### config.mk
export PLATFORM = sky130hd
export DESIGN_NAME = nvme_queue_pair_tracker_flat
export DESIGN_NICKNAME = d
export VERILOG_FILES = /design/src/design/nqpt_pkg.sv /design/src/design/nqpt_cmd_if.sv /design/src/design/nqpt_rsp_if.sv /design/src/design/nqpt_cfg_if.sv /design/src/design/nqpt_wrap_unit.sv /design/src/design/nvme_queue_pair_tracker.sv /design/src/flat_wrapper.sv
export SDC_FILE = /design/constraint.sdc
export NUM_CORES = 1
export LEC_CHECK = 0
export BUFFER_PORTS_ARGS = -buffer_cell sky130_fd_sc_hd__buf_2
export CORE_MARGIN = 5
export CORE_UTILIZATION = 53
export CTS_BUF_LIST = sky130_fd_sc_hd__clkbuf_2
export CTS_CLUSTER_SIZE = 10
export DETAILED_ROUTE_END_ITERATION = 6
export PLACE_DENSITY_LB_ADDON = 0.3
export SYNTH_ARGS = -nofsm -noshare
export SYNTH_HDL_FRONTEND = slang
export SYNTH_HIERARCHICAL = 1
export SYNTH_SLANG_ARGS = --single-unit
### constraint.sdc
create_clock -name clk_i -period 7.21 [get_ports clk_i]
set_clock_uncertainty 0.1 [all_clocks]
set_input_delay 1.442 -clock clk_i [delete_from_list [all_inputs] [get_ports clk_i]]
set_output_delay 1.442 -clock clk_i [all_outputs]
set_load 0.05 [all_outputs]
### src/design/nqpt_pkg.sv
// Package for the NVMe queue pair tracker: field widths, register indexes,
// mode and outcome codes, and the status struct of the pointer wrap unit.
// Depends on nothing; every other design file imports it.
package nqpt_pkg;

  localparam int unsigned MAX_QUEUE_DEPTH = 4096;
  localparam int unsigned QUEUE_PAIRS     = 2;

  localparam int unsigned DEPTH_W = 13;
  localparam int unsigned PTR_W   = 12;
  localparam int unsigned SHIFT_W = 5;
  localparam int unsigned LIMIT_W = 32;
  localparam int unsigned TAG_W   = 16;
  localparam int unsigned ADDR_W  = 19;
  localparam int unsigned CFG_IDX_W  = 2;
  localparam int unsigned CFG_DATA_W = 32;
  localparam int unsigned BIT_CNT_W  = 4;

  localparam logic [ADDR_W-1:0]  DOORBELL_BASE   = ADDR_W'(32'h1000);
  localparam logic [DEPTH_W-1:0] DEPTH_MIN       = DEPTH_W'(2);
  localparam logic [DEPTH_W-1:0] DEPTH_MAX       = DEPTH_W'(MAX_QUEUE_DEPTH);
  localparam logic [SHIFT_W-1:0] SHIFT_MIN       = SHIFT_W'(2);
  localparam logic [SHIFT_W-1:0] SHIFT_MAX       = SHIFT_W'(17);
  localparam logic [DEPTH_W-1:0] RST_QUEUE_DEPTH = DEPTH_W'(64);
  localparam logic [SHIFT_W-1:0] RST_STRIDE      = SHIFT_W'(2);
  localparam logic [LIMIT_W-1:0] RST_POLL_LIMIT  = LIMIT_W'(1000000);

  localparam logic [CFG_IDX_W-1:0] CFG_QUEUE_DEPTH  = 2'd0;
  localparam logic [CFG_IDX_W-1:0] CFG_STRIDE_SHIFT = 2'd1;
  localparam logic [CFG_IDX_W-1:0] CFG_POLL_LIMIT   = 2'd2;

  localparam logic MODE_SUBMIT = 1'b0;
  localparam logic MODE_POLL   = 1'b1;

  localparam logic SIDE_TAIL = 1'b0;
  localparam logic SIDE_HEAD = 1'b1;

  typedef enum logic [2:0] {
    OUT_SUBMITTED = 3'd0,
    OUT_PENDING   = 3'd1,
    OUT_COMPLETED = 3'd2,
    OUT_DEV_ERROR = 3'd3,
    OUT_TIMEOUT   = 3'd4,
    OUT_INVALID   = 3'd5
  } outcome_e;

  // Status of the tail successor recompute that follows a depth write.
  typedef struct packed {
    logic                            busy;
    logic                            done;
    logic [QUEUE_PAIRS-1:0][PTR_W-1:0] rem;
  } wrap_status_t;

endpackage

### src/design/nqpt_cmd_if.sv
// Command channel of the queue pair tracker: submit or poll transactions.
// Depends on nqpt_pkg for the field widths.
interface nqpt_cmd_if;
  import nqpt_pkg::*;

  logic             valid;
  logic             ready;
  logic             mode;
  logic             queue_sel;
  logic [TAG_W-1:0] entry_status;
  logic [TAG_W-1:0] entry_command_id;
  logic [TAG_W-1:0] entry_queue_id;
  logic             controller_fatal;

  modport source (
    output valid, mode, queue_sel, entry_status, entry_command_id, entry_queue_id,
           controller_fatal,
    input  ready
  );
  modport sink (
    input  valid, mode, queue_sel, entry_status, entry_command_id, entry_queue_id,
           controller_fatal,
    output ready
  );
endinterface

### src/design/nqpt_rsp_if.sv
// Result channel of the queue pair tracker: outcome, tag, slot and doorbell.
// Depends on nqpt_pkg for the field widths and the outcome type.
interface nqpt_rsp_if;
  import nqpt_pkg::*;

  logic              valid;
  logic              ready;
  outcome_e          outcome;
  logic [TAG_W-1:0]  command_tag;
  logic [PTR_W-1:0]  slot_index;
  logic              doorbell_write;
  logic [ADDR_W-1:0] doorbell_addr;
  logic [PTR_W-1:0]  doorbell_value;

  modport source (
    output valid, outcome, command_tag, slot_index, doorbell_write, doorbell_addr,
           doorbell_value,
    input  ready
  );
  modport sink (
    input  valid, outcome, command_tag, slot_index, doorbell_write, doorbell_addr,
           doorbell_value,
    output ready
  );
endinterface

### src/design/nqpt_cfg_if.sv
// Configuration write channel of the queue pair tracker: register index and data.
// Depends on nqpt_pkg for the index and data widths.
interface nqpt_cfg_if;
  import nqpt_pkg::*;

  logic                  valid;
  logic                  ready;
  logic [CFG_IDX_W-1:0]  index;
  logic [CFG_DATA_W-1:0] data;

  modport source (output valid, index, data, input ready);
  modport sink (input valid, index, data, output ready);
endinterface

### src/design/nqpt_wrap_unit.sv
// Restoring remainder unit: (tail + 1) mod depth for both queue pairs, one bit a cycle.
// Depends on nqpt_pkg; started by the top level on every queue depth write.
module nqpt_wrap_unit (
  input  logic                                             clk_i,
  input  logic                                             rst_ni,
  input  logic                                             start_i,
  input  logic [nqpt_pkg::DEPTH_W-1:0]                     depth_i,
  input  logic [nqpt_pkg::QUEUE_PAIRS-1:0][nqpt_pkg::PTR_W-1:0] tail_i,
  output nqpt_pkg::wrap_status_t                           status_o
);
  import nqpt_pkg::*;

  logic                 busy_q;
  logic [BIT_CNT_W-1:0] cnt_q;
  logic [QUEUE_PAIRS-1:0][PTR_W-1:0] rem_q;
  logic [QUEUE_PAIRS-1:0][PTR_W-1:0] rem_d;

  always_comb begin
    logic [DEPTH_W-1:0] num;
    logic [DEPTH_W-1:0] shifted;
    for (int q = 0; q < QUEUE_PAIRS; q++) begin
      num     = {1'b0, tail_i[q]} + DEPTH_W'(1);
      shifted = {rem_q[q], num[cnt_q]};
      // subtract when the partial remainder reaches the divisor
      if (shifted >= depth_i) begin
        shifted = shifted - depth_i;
      end
      rem_d[q] = shifted[PTR_W-1:0];
    end
  end

  always_ff @(posedge clk_i or negedge rst_ni) begin
    if (!rst_ni) begin
      busy_q <= 1'b0;
      cnt_q  <= '0;
    end else if (start_i) begin
      busy_q <= 1'b1;
      cnt_q  <= BIT_CNT_W'(DEPTH_W - 1);
    end else if (busy_q) begin
      cnt_q <= cnt_q - BIT_CNT_W'(1);
      if (cnt_q == '0) begin
        busy_q <= 1'b0;
      end
    end
  end

  always_ff @(posedge clk_i) begin
    if (start_i) begin
      rem_q <= '0;
    end else if (busy_q) begin
      rem_q <= rem_d;
    end
  end

  assign status_o.busy = busy_q;
  assign status_o.done = busy_q && (cnt_q == '0) && !start_i;
  assign status_o.rem  = rem_d;

endmodule

### src/design/nvme_queue_pair_tracker.sv
// NVMe host queue pair tracker, admin and I/O pairs. A result is registered and
// offered in the cycle after its command is accepted; one command per cycle while
// results are taken, and a result left waiting holds the command channel.
// A queue depth write holds the command channel off while the
// bit-serial remainder unit recomputes each tail successor.
// Reset (async, active low) loads register defaults and resets all queue state.
module nvme_queue_pair_tracker (
  input  logic    clk_i,
  input  logic    rst_ni,
  nqpt_cmd_if.sink   cmd_i,
  nqpt_cfg_if.sink   cfg_i,
  nqpt_rsp_if.source rsp_o
);
  import nqpt_pkg::*;

  // configuration
  logic [DEPTH_W-1:0] queue_depth_q;
  logic [SHIFT_W-1:0] stride_shift_q;
  logic [LIMIT_W-1:0] poll_limit_q;

  // queue state
  logic [TAG_W-1:0]                    last_tag_q, last_tag_d;
  logic [QUEUE_PAIRS-1:0][PTR_W-1:0]   tail_q, tail_d;
  logic [QUEUE_PAIRS-1:0][PTR_W-1:0]   tail_next_q, tail_next_d;
  logic [QUEUE_PAIRS-1:0][PTR_W-1:0]   head_q, head_d;
  logic [QUEUE_PAIRS-1:0]              phase_q, phase_d;
  logic [QUEUE_PAIRS-1:0][TAG_W-1:0]   wait_tag_q, wait_tag_d;
  logic [QUEUE_PAIRS-1:0]              wait_flag_q, wait_flag_d;
  logic [QUEUE_PAIRS-1:0][LIMIT_W-1:0] poll_cnt_q, poll_cnt_d;

  // result register
  logic              rsp_valid_q;
  outcome_e          outcome_q, outcome_d;
  logic [TAG_W-1:0]  tag_q, tag_d;
  logic [PTR_W-1:0]  slot_q, slot_d;
  logic              bell_q, bell_d;
  logic [ADDR_W-1:0] addr_q, addr_d;
  logic [PTR_W-1:0]  value_q, value_d;

  logic               cmd_acc;
  logic               cfg_acc;
  logic               depth_wr;
  logic [DEPTH_W-1:0] depth;
  logic [SHIFT_W-1:0] shift;
  logic [LIMIT_W-1:0] limit;
  wrap_status_t       wrap;

  always_comb begin
    depth = queue_depth_q;
    if (depth < DEPTH_MIN) depth = DEPTH_MIN;
    if (depth > DEPTH_MAX) depth = DEPTH_MAX;
    shift = stride_shift_q;
    if (shift < SHIFT_MIN) shift = SHIFT_MIN;
    if (shift > SHIFT_MAX) shift = SHIFT_MAX;
    limit = (poll_limit_q == '0) ? LIMIT_W'(1) : poll_limit_q;
  end

  function automatic logic [ADDR_W-1:0] bell_addr(input logic q, input logic side,
                                                   input logic [SHIFT_W-1:0] sh);
    logic [ADDR_W-1:0] reg_idx;
    reg_idx = {{(ADDR_W-2){1'b0}}, q, side};
    return DOORBELL_BASE + (reg_idx << sh);
  endfunction

  assign cfg_i.ready = 1'b1;
  assign cfg_acc     = cfg_i.valid && cfg_i.ready;
  assign depth_wr    = cfg_acc && (cfg_i.index == CFG_QUEUE_DEPTH);
  assign cmd_i.ready = !wrap.busy && (!rsp_valid_q || rsp_o.ready);
  assign cmd_acc     = cmd_i.valid && cmd_i.ready;

  nqpt_wrap_unit u_wrap (
    .clk_i    (clk_i),
    .rst_ni   (rst_ni),
    .start_i  (depth_wr),
    .depth_i  (depth),
    .tail_i   (tail_q),
    .status_o (wrap)
  );

  always_comb begin
    logic               q;
    logic [TAG_W-1:0]   new_tag;
    logic [DEPTH_W-1:0] tail_inc;
    logic [DEPTH_W-1:0] head_inc;
    logic [LIMIT_W-1:0] cnt_inc;
    logic               bad;

    last_tag_d  = last_tag_q;
    tail_d      = tail_q;
    tail_next_d = tail_next_q;
    head_d      = head_q;
    phase_d     = phase_q;
    wait_tag_d  = wait_tag_q;
    wait_flag_d = wait_flag_q;
    poll_cnt_d  = poll_cnt_q;

    outcome_d = OUT_INVALID;
    tag_d     = '0;
    slot_d    = '0;
    bell_d    = 1'b0;
    addr_d    = '0;
    value_d   = '0;

    q        = cmd_i.queue_sel;
    new_tag  = last_tag_q + TAG_W'(1);
    if (new_tag == '0) new_tag = TAG_W'(1);
    tail_inc = {1'b0, tail_next_q[q]} + DEPTH_W'(1);
    head_inc = {1'b0, head_q[q]} + DEPTH_W'(1);
    cnt_inc  = poll_cnt_q[q] + LIMIT_W'(1);
    bad      = (cmd_i.entry_command_id != wait_tag_q[q]) ||
               (cmd_i.entry_queue_id != {{(TAG_W-1){1'b0}}, q}) ||
               (cmd_i.entry_status[TAG_W-1:1] != '0);

    if (cmd_acc) begin
      if (cmd_i.mode == MODE_SUBMIT) begin
        if (wait_flag_q[q]) begin
          tag_d = wait_tag_q[q];
        end else begin
          last_tag_d     = new_tag;
          tail_d[q]      = tail_next_q[q];
          tail_next_d[q] = (tail_inc == depth) ? '0 : tail_inc[PTR_W-1:0];
          wait_tag_d[q]  = new_tag;
          wait_flag_d[q] = 1'b1;
          poll_cnt_d[q]  = '0;
          outcome_d      = OUT_SUBMITTED;
          tag_d          = new_tag;
          slot_d         = tail_q[q];
          bell_d         = 1'b1;
          addr_d         = bell_addr(q, SIDE_TAIL, shift);
          value_d        = tail_next_q[q];
        end
      end else if (wait_flag_q[q]) begin
        tag_d = wait_tag_q[q];
        if (cmd_i.entry_status[0] == phase_q[q]) begin
          wait_flag_d[q] = 1'b0;
          poll_cnt_d[q]  = '0;
          if (bad) begin
            outcome_d = OUT_DEV_ERROR;
          end else begin
            // wrap the head and flip the phase at the ring end
            if (head_inc >= depth) begin
              head_d[q]  = '0;
              phase_d[q] = !phase_q[q];
            end else begin
              head_d[q] = head_inc[PTR_W-1:0];
            end
            outcome_d = OUT_COMPLETED;
            bell_d    = 1'b1;
            addr_d    = bell_addr(q, SIDE_HEAD, shift);
            value_d   = (head_inc >= depth) ? '0 : head_inc[PTR_W-1:0];
          end
        end else if (cmd_i.controller_fatal) begin
          wait_flag_d[q] = 1'b0;
          poll_cnt_d[q]  = '0;
          outcome_d      = OUT_DEV_ERROR;
        end else if (cnt_inc >= limit) begin
          wait_flag_d[q] = 1'b0;
          poll_cnt_d[q]  = '0;
          outcome_d      = OUT_TIMEOUT;
        end else begin
          poll_cnt_d[q] = cnt_inc;
          outcome_d     = OUT_PENDING;
        end
      end
    end

    // commands are held off while busy, so the recompute never races a submit
    if (wrap.done) begin
      tail_next_d = wrap.rem;
    end
  end

  always_ff @(posedge clk_i or negedge rst_ni) begin
    if (!rst_ni) begin
      queue_depth_q  <= RST_QUEUE_DEPTH;
      stride_shift_q <= RST_STRIDE;
      poll_limit_q   <= RST_POLL_LIMIT;
    end else if (cfg_acc) begin
      case (cfg_i.index)
        CFG_QUEUE_DEPTH:  queue_depth_q  <= cfg_i.data[DEPTH_W-1:0];
        CFG_STRIDE_SHIFT: stride_shift_q <= cfg_i.data[SHIFT_W-1:0];
        CFG_POLL_LIMIT:   poll_limit_q   <= cfg_i.data[LIMIT_W-1:0];
        default: ;
      endcase
    end
  end

  always_ff @(posedge clk_i or negedge rst_ni) begin
    if (!rst_ni) begin
      last_tag_q  <= '0;
      tail_q      <= '0;
      for (int q = 0; q < QUEUE_PAIRS; q++) begin
        tail_next_q[q] <= PTR_W'(1);
      end
      head_q      <= '0;
      phase_q     <= '1;
      wait_tag_q  <= '0;
      wait_flag_q <= '0;
      poll_cnt_q  <= '0;
    end else begin
      last_tag_q  <= last_tag_d;
      tail_q      <= tail_d;
      tail_next_q <= tail_next_d;
      head_q      <= head_d;
      phase_q     <= phase_d;
      wait_tag_q  <= wait_tag_d;
      wait_flag_q <= wait_flag_d;
      poll_cnt_q  <= poll_cnt_d;
    end
  end

  always_ff @(posedge clk_i or negedge rst_ni) begin
    if (!rst_ni) begin
      rsp_valid_q <= 1'b0;
    end else if (cmd_acc) begin
      rsp_valid_q <= 1'b1;
    end else if (rsp_o.ready) begin
      rsp_valid_q <= 1'b0;
    end
  end

  always_ff @(posedge clk_i) begin
    if (cmd_acc) begin
      outcome_q <= outcome_d;
      tag_q     <= tag_d;
      slot_q    <= slot_d;
      bell_q    <= bell_d;
      addr_q    <= addr_d;
      value_q   <= value_d;
    end
  end

  assign rsp_o.valid          = rsp_valid_q;
  assign rsp_o.outcome        = outcome_q;
  assign rsp_o.command_tag    = tag_q;
  assign rsp_o.slot_index     = slot_q;
  assign rsp_o.doorbell_write = bell_q;
  assign rsp_o.doorbell_addr  = addr_q;
  assign rsp_o.doorbell_value = value_q;

endmodule

### src/flat_wrapper.sv
// flat-port wrapper written by rule: the top's interface ports become plain ports
module nvme_queue_pair_tracker_flat import nqpt_pkg::*;
  (clk_i, rst_ni, cmd_i_valid, cmd_i_mode, cmd_i_queue_sel, cmd_i_entry_status, cmd_i_entry_command_id, cmd_i_entry_queue_id, cmd_i_controller_fatal, cmd_i_ready, cfg_i_valid, cfg_i_index, cfg_i_data, cfg_i_ready, rsp_o_valid, rsp_o_outcome, rsp_o_command_tag, rsp_o_slot_index, rsp_o_doorbell_write, rsp_o_doorbell_addr, rsp_o_doorbell_value, rsp_o_ready);
  nqpt_cmd_if cmd_i_i ();
  nqpt_cfg_if cfg_i_i ();
  nqpt_rsp_if rsp_o_i ();
  input  logic clk_i;
  input  logic rst_ni;
  input wire logic [$bits(cmd_i_i.valid)-1:0] cmd_i_valid;
  input wire logic [$bits(cmd_i_i.mode)-1:0] cmd_i_mode;
  input wire logic [$bits(cmd_i_i.queue_sel)-1:0] cmd_i_queue_sel;
  input wire logic [$bits(cmd_i_i.entry_status)-1:0] cmd_i_entry_status;
  input wire logic [$bits(cmd_i_i.entry_command_id)-1:0] cmd_i_entry_command_id;
  input wire logic [$bits(cmd_i_i.entry_queue_id)-1:0] cmd_i_entry_queue_id;
  input wire logic [$bits(cmd_i_i.controller_fatal)-1:0] cmd_i_controller_fatal;
  output wire logic [$bits(cmd_i_i.ready)-1:0] cmd_i_ready;
  input wire logic [$bits(cfg_i_i.valid)-1:0] cfg_i_valid;
  input wire logic [$bits(cfg_i_i.index)-1:0] cfg_i_index;
  input wire logic [$bits(cfg_i_i.data)-1:0] cfg_i_data;
  output wire logic [$bits(cfg_i_i.ready)-1:0] cfg_i_ready;
  output wire logic [$bits(rsp_o_i.valid)-1:0] rsp_o_valid;
  output wire logic [$bits(rsp_o_i.outcome)-1:0] rsp_o_outcome;
  output wire logic [$bits(rsp_o_i.command_tag)-1:0] rsp_o_command_tag;
  output wire logic [$bits(rsp_o_i.slot_index)-1:0] rsp_o_slot_index;
  output wire logic [$bits(rsp_o_i.doorbell_write)-1:0] rsp_o_doorbell_write;
  output wire logic [$bits(rsp_o_i.doorbell_addr)-1:0] rsp_o_doorbell_addr;
  output wire logic [$bits(rsp_o_i.doorbell_value)-1:0] rsp_o_doorbell_value;
  input wire logic [$bits(rsp_o_i.ready)-1:0] rsp_o_ready;
  assign cmd_i_i.valid = cmd_i_valid;
  assign cmd_i_i.mode = cmd_i_mode;
  assign cmd_i_i.queue_sel = cmd_i_queue_sel;
  assign cmd_i_i.entry_status = cmd_i_entry_status;
  assign cmd_i_i.entry_command_id = cmd_i_entry_command_id;
  assign cmd_i_i.entry_queue_id = cmd_i_entry_queue_id;
  assign cmd_i_i.controller_fatal = cmd_i_controller_fatal;
  assign cmd_i_ready = cmd_i_i.ready;
  assign cfg_i_i.valid = cfg_i_valid;
  assign cfg_i_i.index = cfg_i_index;
  assign cfg_i_i.data = cfg_i_data;
  assign cfg_i_ready = cfg_i_i.ready;
  assign rsp_o_valid = rsp_o_i.valid;
  assign rsp_o_outcome = rsp_o_i.outcome;
  assign rsp_o_command_tag = rsp_o_i.command_tag;
  assign rsp_o_slot_index = rsp_o_i.slot_index;
  assign rsp_o_doorbell_write = rsp_o_i.doorbell_write;
  assign rsp_o_doorbell_addr = rsp_o_i.doorbell_addr;
  assign rsp_o_doorbell_value = rsp_o_i.doorbell_value;
  assign rsp_o_i.ready = rsp_o_ready;
  nvme_queue_pair_tracker u_core (.clk_i(clk_i), .rst_ni(rst_ni), .cmd_i(cmd_i_i), .cfg_i(cfg_i_i), .rsp_o(rsp_o_i));
endmodule
==> impl_metrics.yaml <==
run_status:
  status: "finished clean"
yosys:
  yosys.area_share.simple_pct: 15.34
  ys_top_cells_by_area: "dfrtp_1 29%, edfxtp_1 9.5%, mux2_2 6.2%"
  ys_types: 96
  syn_inst: 2051
  synth_top_cell_area_share_pct: 28.99
  synth_edf_count: 63
  synth_warnings: 6
  yosysTopAreaCell: "dfrtp_1"
  avgSynthCellArea_um2: 9.722
  syn_area_um2: 19940
  synth_xor_area_share_pct: 5.892
  synthArstFlopShare_pct: 73.72
  ys_seq_elements: 331
  synth_seq_area_share_pct: 42.60
  synth_ff_type: "dfrtp_1"
  synth_mux_area_share_pct: 10.20
  synth_top_family_by_area: "compound AO/OA/AOI/OAI gates"
  yosys.area_share.adder_pct: 5.472
  synth-compound-area-share_pct: 15.54
flow_run:
  max-cap-violations: 0
die:
  die-width_um: 204.0
  floorplan.initialDensity_pct: 53.31
  rows: 71
  core-area_um2: 37400
  die_area_um2: 41600
  fp.dieH_um: 204.0
  io_pins: 156
clock_tree:
  path_clk_slew_ns: 0.09
  cts_resized: 0
  cts_buffers: 87
  clockBufferDepth: 3
  clkSinkCount: 331
  cts_max_level: 3
  cts_tree: "built"
  post_cts_buffers: 0
  cts_hold_buf: 0
  clk_latency_ns: 0.96
  cts_root_buf: "clkbuf_2"
sta:
  max_freq_mhz: 165.6
  maxSlewViolCount: 0
  tightest_slew_ns: 1.246
  min_period_over_period_pct: 83.77
  finalHoldViolCount: 0
  slew_headroom_pct: 16.95
  hold_slack_ns: 0.3716
  rsz0062_at_grt: "no"
  post-route-min-period_ns: 6.040
  setup_viol: 0
setup_path:
  crit_path_end_kind: "flop"
  path_class: "input pin to flop"
  worst_setup_path_start_kind: "input pin"
  critPathRequiredTime_ns: 7.87
  crit_arrival_ns: 6.70
  path_max_fanout: 54
cells_and_area:
  drive_gt1_share_pct: 21.09
  layout_commonest_cell: "dfrtp_1"
  nets: 2386
  synthToLayoutAreaGrowth_pct: 9.689
  finish.utilization_pct: 58.48
  fin_area_um2: 21870
  final_cell_mix: "231 x dfrtp_1, 190 x nand2_1, 152 x buf_2, 151 x nor2_1, 138 x clkbuf_2"
grt:
  grt_pass1_vias: 16280
  grt_overflow_total: 0
  track_usage_pct: 25.55
  grt_pass1_wl_mm: 85.77
  grt_max_degree: 147
  antenna_found_initial: 2
placement:
  gp_congestion: 0.9335
  hpwl_mm: 39.22
  dpl_cell_area_um2: 21040
  io_buffers: 154
power_and_ir_drop:
  seqPwrFrac_pct: 39.1
  p_leak_uw: 0.009895
  power_density_nw_per_um2: 324.3
  p_sw_uw: 3019
  clkPwrFrac_pct: 19.0
  pwr-share-comb_pct: 41.8
  swShare_pct: 42.57
  power.internal_uw: 4073
  peakVddDrop_v: 0.0001795
  fin_total_pwr_uw: 7092
drt:
  wirelength_mm: 53.65
  route.detailed.drc: 0
  vias_per_cell: 5.909
  ant_nets: 0
  routedWlPerCell_um: 19.21
  vias: 16500
  first_iter_violations: 1206
  dr.pass1.iters: 6
worst_hold_path:
  min_path_type: "flop to flop"
-- worst max-delay path, cell delays in order --
cell	delay, ns
buf_6	0.36
nand3_1	0.18
a221oi_2	0.46
and2_1	0.32
nand3_2	0.16
or2_0	0.48
nor4_2	0.39
xor2_1	0.25
inv_1	0.08
ha_1	0.30
nand4_1	0.11
nor4_1	0.53
or4b_2	0.66
o2111a_1	0.29
nand2_1	0.25
buf_4	0.28
o31ai_1	0.10
-- final timing paths --
check / start / end / slack (ns) / depth (start not counted)
setup reg to reg: u_core/poll_cnt_q[32]$_DFFE_PN0P_ / u_core/poll_cnt_q[42]$_DFFE_PN0P_ / 1.69 / 16
min in group asynchronous: rst_ni / u_core/stride_shift_q[2]$_DFFE_PN0P_ / 0.40 / 1
setup / recovery: cmd_i_queue_sel / u_core/poll_cnt_q[42]$_DFFE_PN0P_ / 1.17 / 17
hold reg to reg: u_core/poll_cnt_q[29]$_DFFE_PN0P_ / u_core/poll_cnt_q[29]$_DFFE_PN0P_ / 0.37 / 2
max in group asynchronous: rst_ni / u_core/last_tag_q[7]$_DFFE_PN0P_ / 5.34 / 2
hold / removal: u_core/poll_cnt_q[29]$_DFFE_PN0P_ / u_core/poll_cnt_q[29]$_DFFE_PN0P_ / 0.37 / 2
-- Yosys cell counts (8+ instances only) --
| cell type | instances |
|---|---|
| a211oi_1 | 8 |
| edfxtp_1 | 63 |
| o21ai_0 | 84 |
| and2_1 | 9 |
| nand4_1 | 30 |
| nand2_1 | 190 |
| a31oi_1 | 15 |
| a22oi_1 | 30 |
| mux2_2 | 109 |
| mux2i_1 | 71 |
| xor2_1 | 56 |
| nand2b_1 | 10 |
| nor2_1 | 152 |
| a21oi_1 | 80 |
| nor3_1 | 29 |
| nor2b_1 | 34 |
| nand3_1 | 57 |
| buf_4 | 14 |
| a21o_1 | 21 |
| o31ai_1 | 55 |
| or2_2 | 8 |
| or3_1 | 10 |
| o22ai_1 | 30 |
| o21a_1 | 27 |
| o21ai_1 | 22 |
| dfrtp_1 | 231 |
| dfstp_2 | 13 |
| ha_1 | 84 |
| inv_1 | 122 |
| buf_2 | 13 |
| dfxtp_1 | 24 |
| and3_1 | 12 |
| clkbuf_1 | 71 |
| xnor2_1 | 73 |
| nor4_1 | 26 |
| nand3b_1 | 24 |
-- power groups by stage --
stage / clock, uW / combinational [uW] / sequential, uW
4_1_cts: 1410 / 2940 / 2760
2_1_floorplan: 0 / 2120 / 2770
5_1_grt: 1500 / 3220 / 2830
3_5_place_dp: 0 / 2930 / 2800
3_3_place_gp: 0 / 2860 / 2780
6_report: 1350 / 2970 / 2770
-- metal layers --
layer	part of all wire [%]	global-route usage (%)
met1	43	33.26
met2	48	42.56
met3	5.3	4.618
met4	3.5	10.19
met5	0.013	0
-- flip-flops by register name, summed over array words and instances (netlist names), named ones only --
name	flops
u_core/phase_q	2
u_core/poll_limit_q	32
u_core/poll_cnt_q	64
u_core/rsp_o.command_tag	16
u_core/last_tag_q	16
u_core/rsp_o.doorbell_addr	19
u_core/stride_shift_q	5
u_core/head_q	24
u_core/rsp_o.doorbell_write	1
u_core/queue_depth_q	13
u_core/rsp_o.valid	1
u_core/rsp_o.slot_index	12
u_core/u_wrap/rem_q	24
u_core/tail_next_q	24
u_core/rsp_o.doorbell_value	12
u_core/u_wrap/busy_q	1
u_core/rsp_o.outcome	3
u_core/wait_tag_q	32
u_core/tail_q	24
u_core/u_wrap/cnt_q	4
-- final cells by class --
class / instances / area [um^2]
tap: 511 / 639.4
inverter: 124 / 466.7
clock buffer: 138 / 690.7
clock inverter: 22 / 136.4
sequential: 331 / 8494
antenna: 1 / 2.502
timing repair buffer: 176 / 964.7
fill: 3309 / 15530
multi-input combinational: 1490 / 10480
-- through the flow --
step | setup slack (ns) | setup TNS, ns | instances
4_1_cts | 1.387 | 0 | 2792
3_5_place_dp | 0.3169 | 0 | 2632
3_3_place_gp | 0.5348 | 0 | 2632
2_1_floorplan | -0.04587 | -1.079 | 2052
5_1_grt | 0.8997 | 0 | 2793
6_report | 1.170 | 0 | 2793
-- logic make-up (layout without fill, tap and decap cells) --
group,after synthesis,after routing
muxes,188,188
buffers and inverters,231,460
AOI/OAI and AO/OA,458,458
xor gates and xnor gates,131,131
other,2,4
and+or+nand+nor,624,624
adders and majority gates,86,86
DFF,331,331
(Power assumes the default switching activity.)
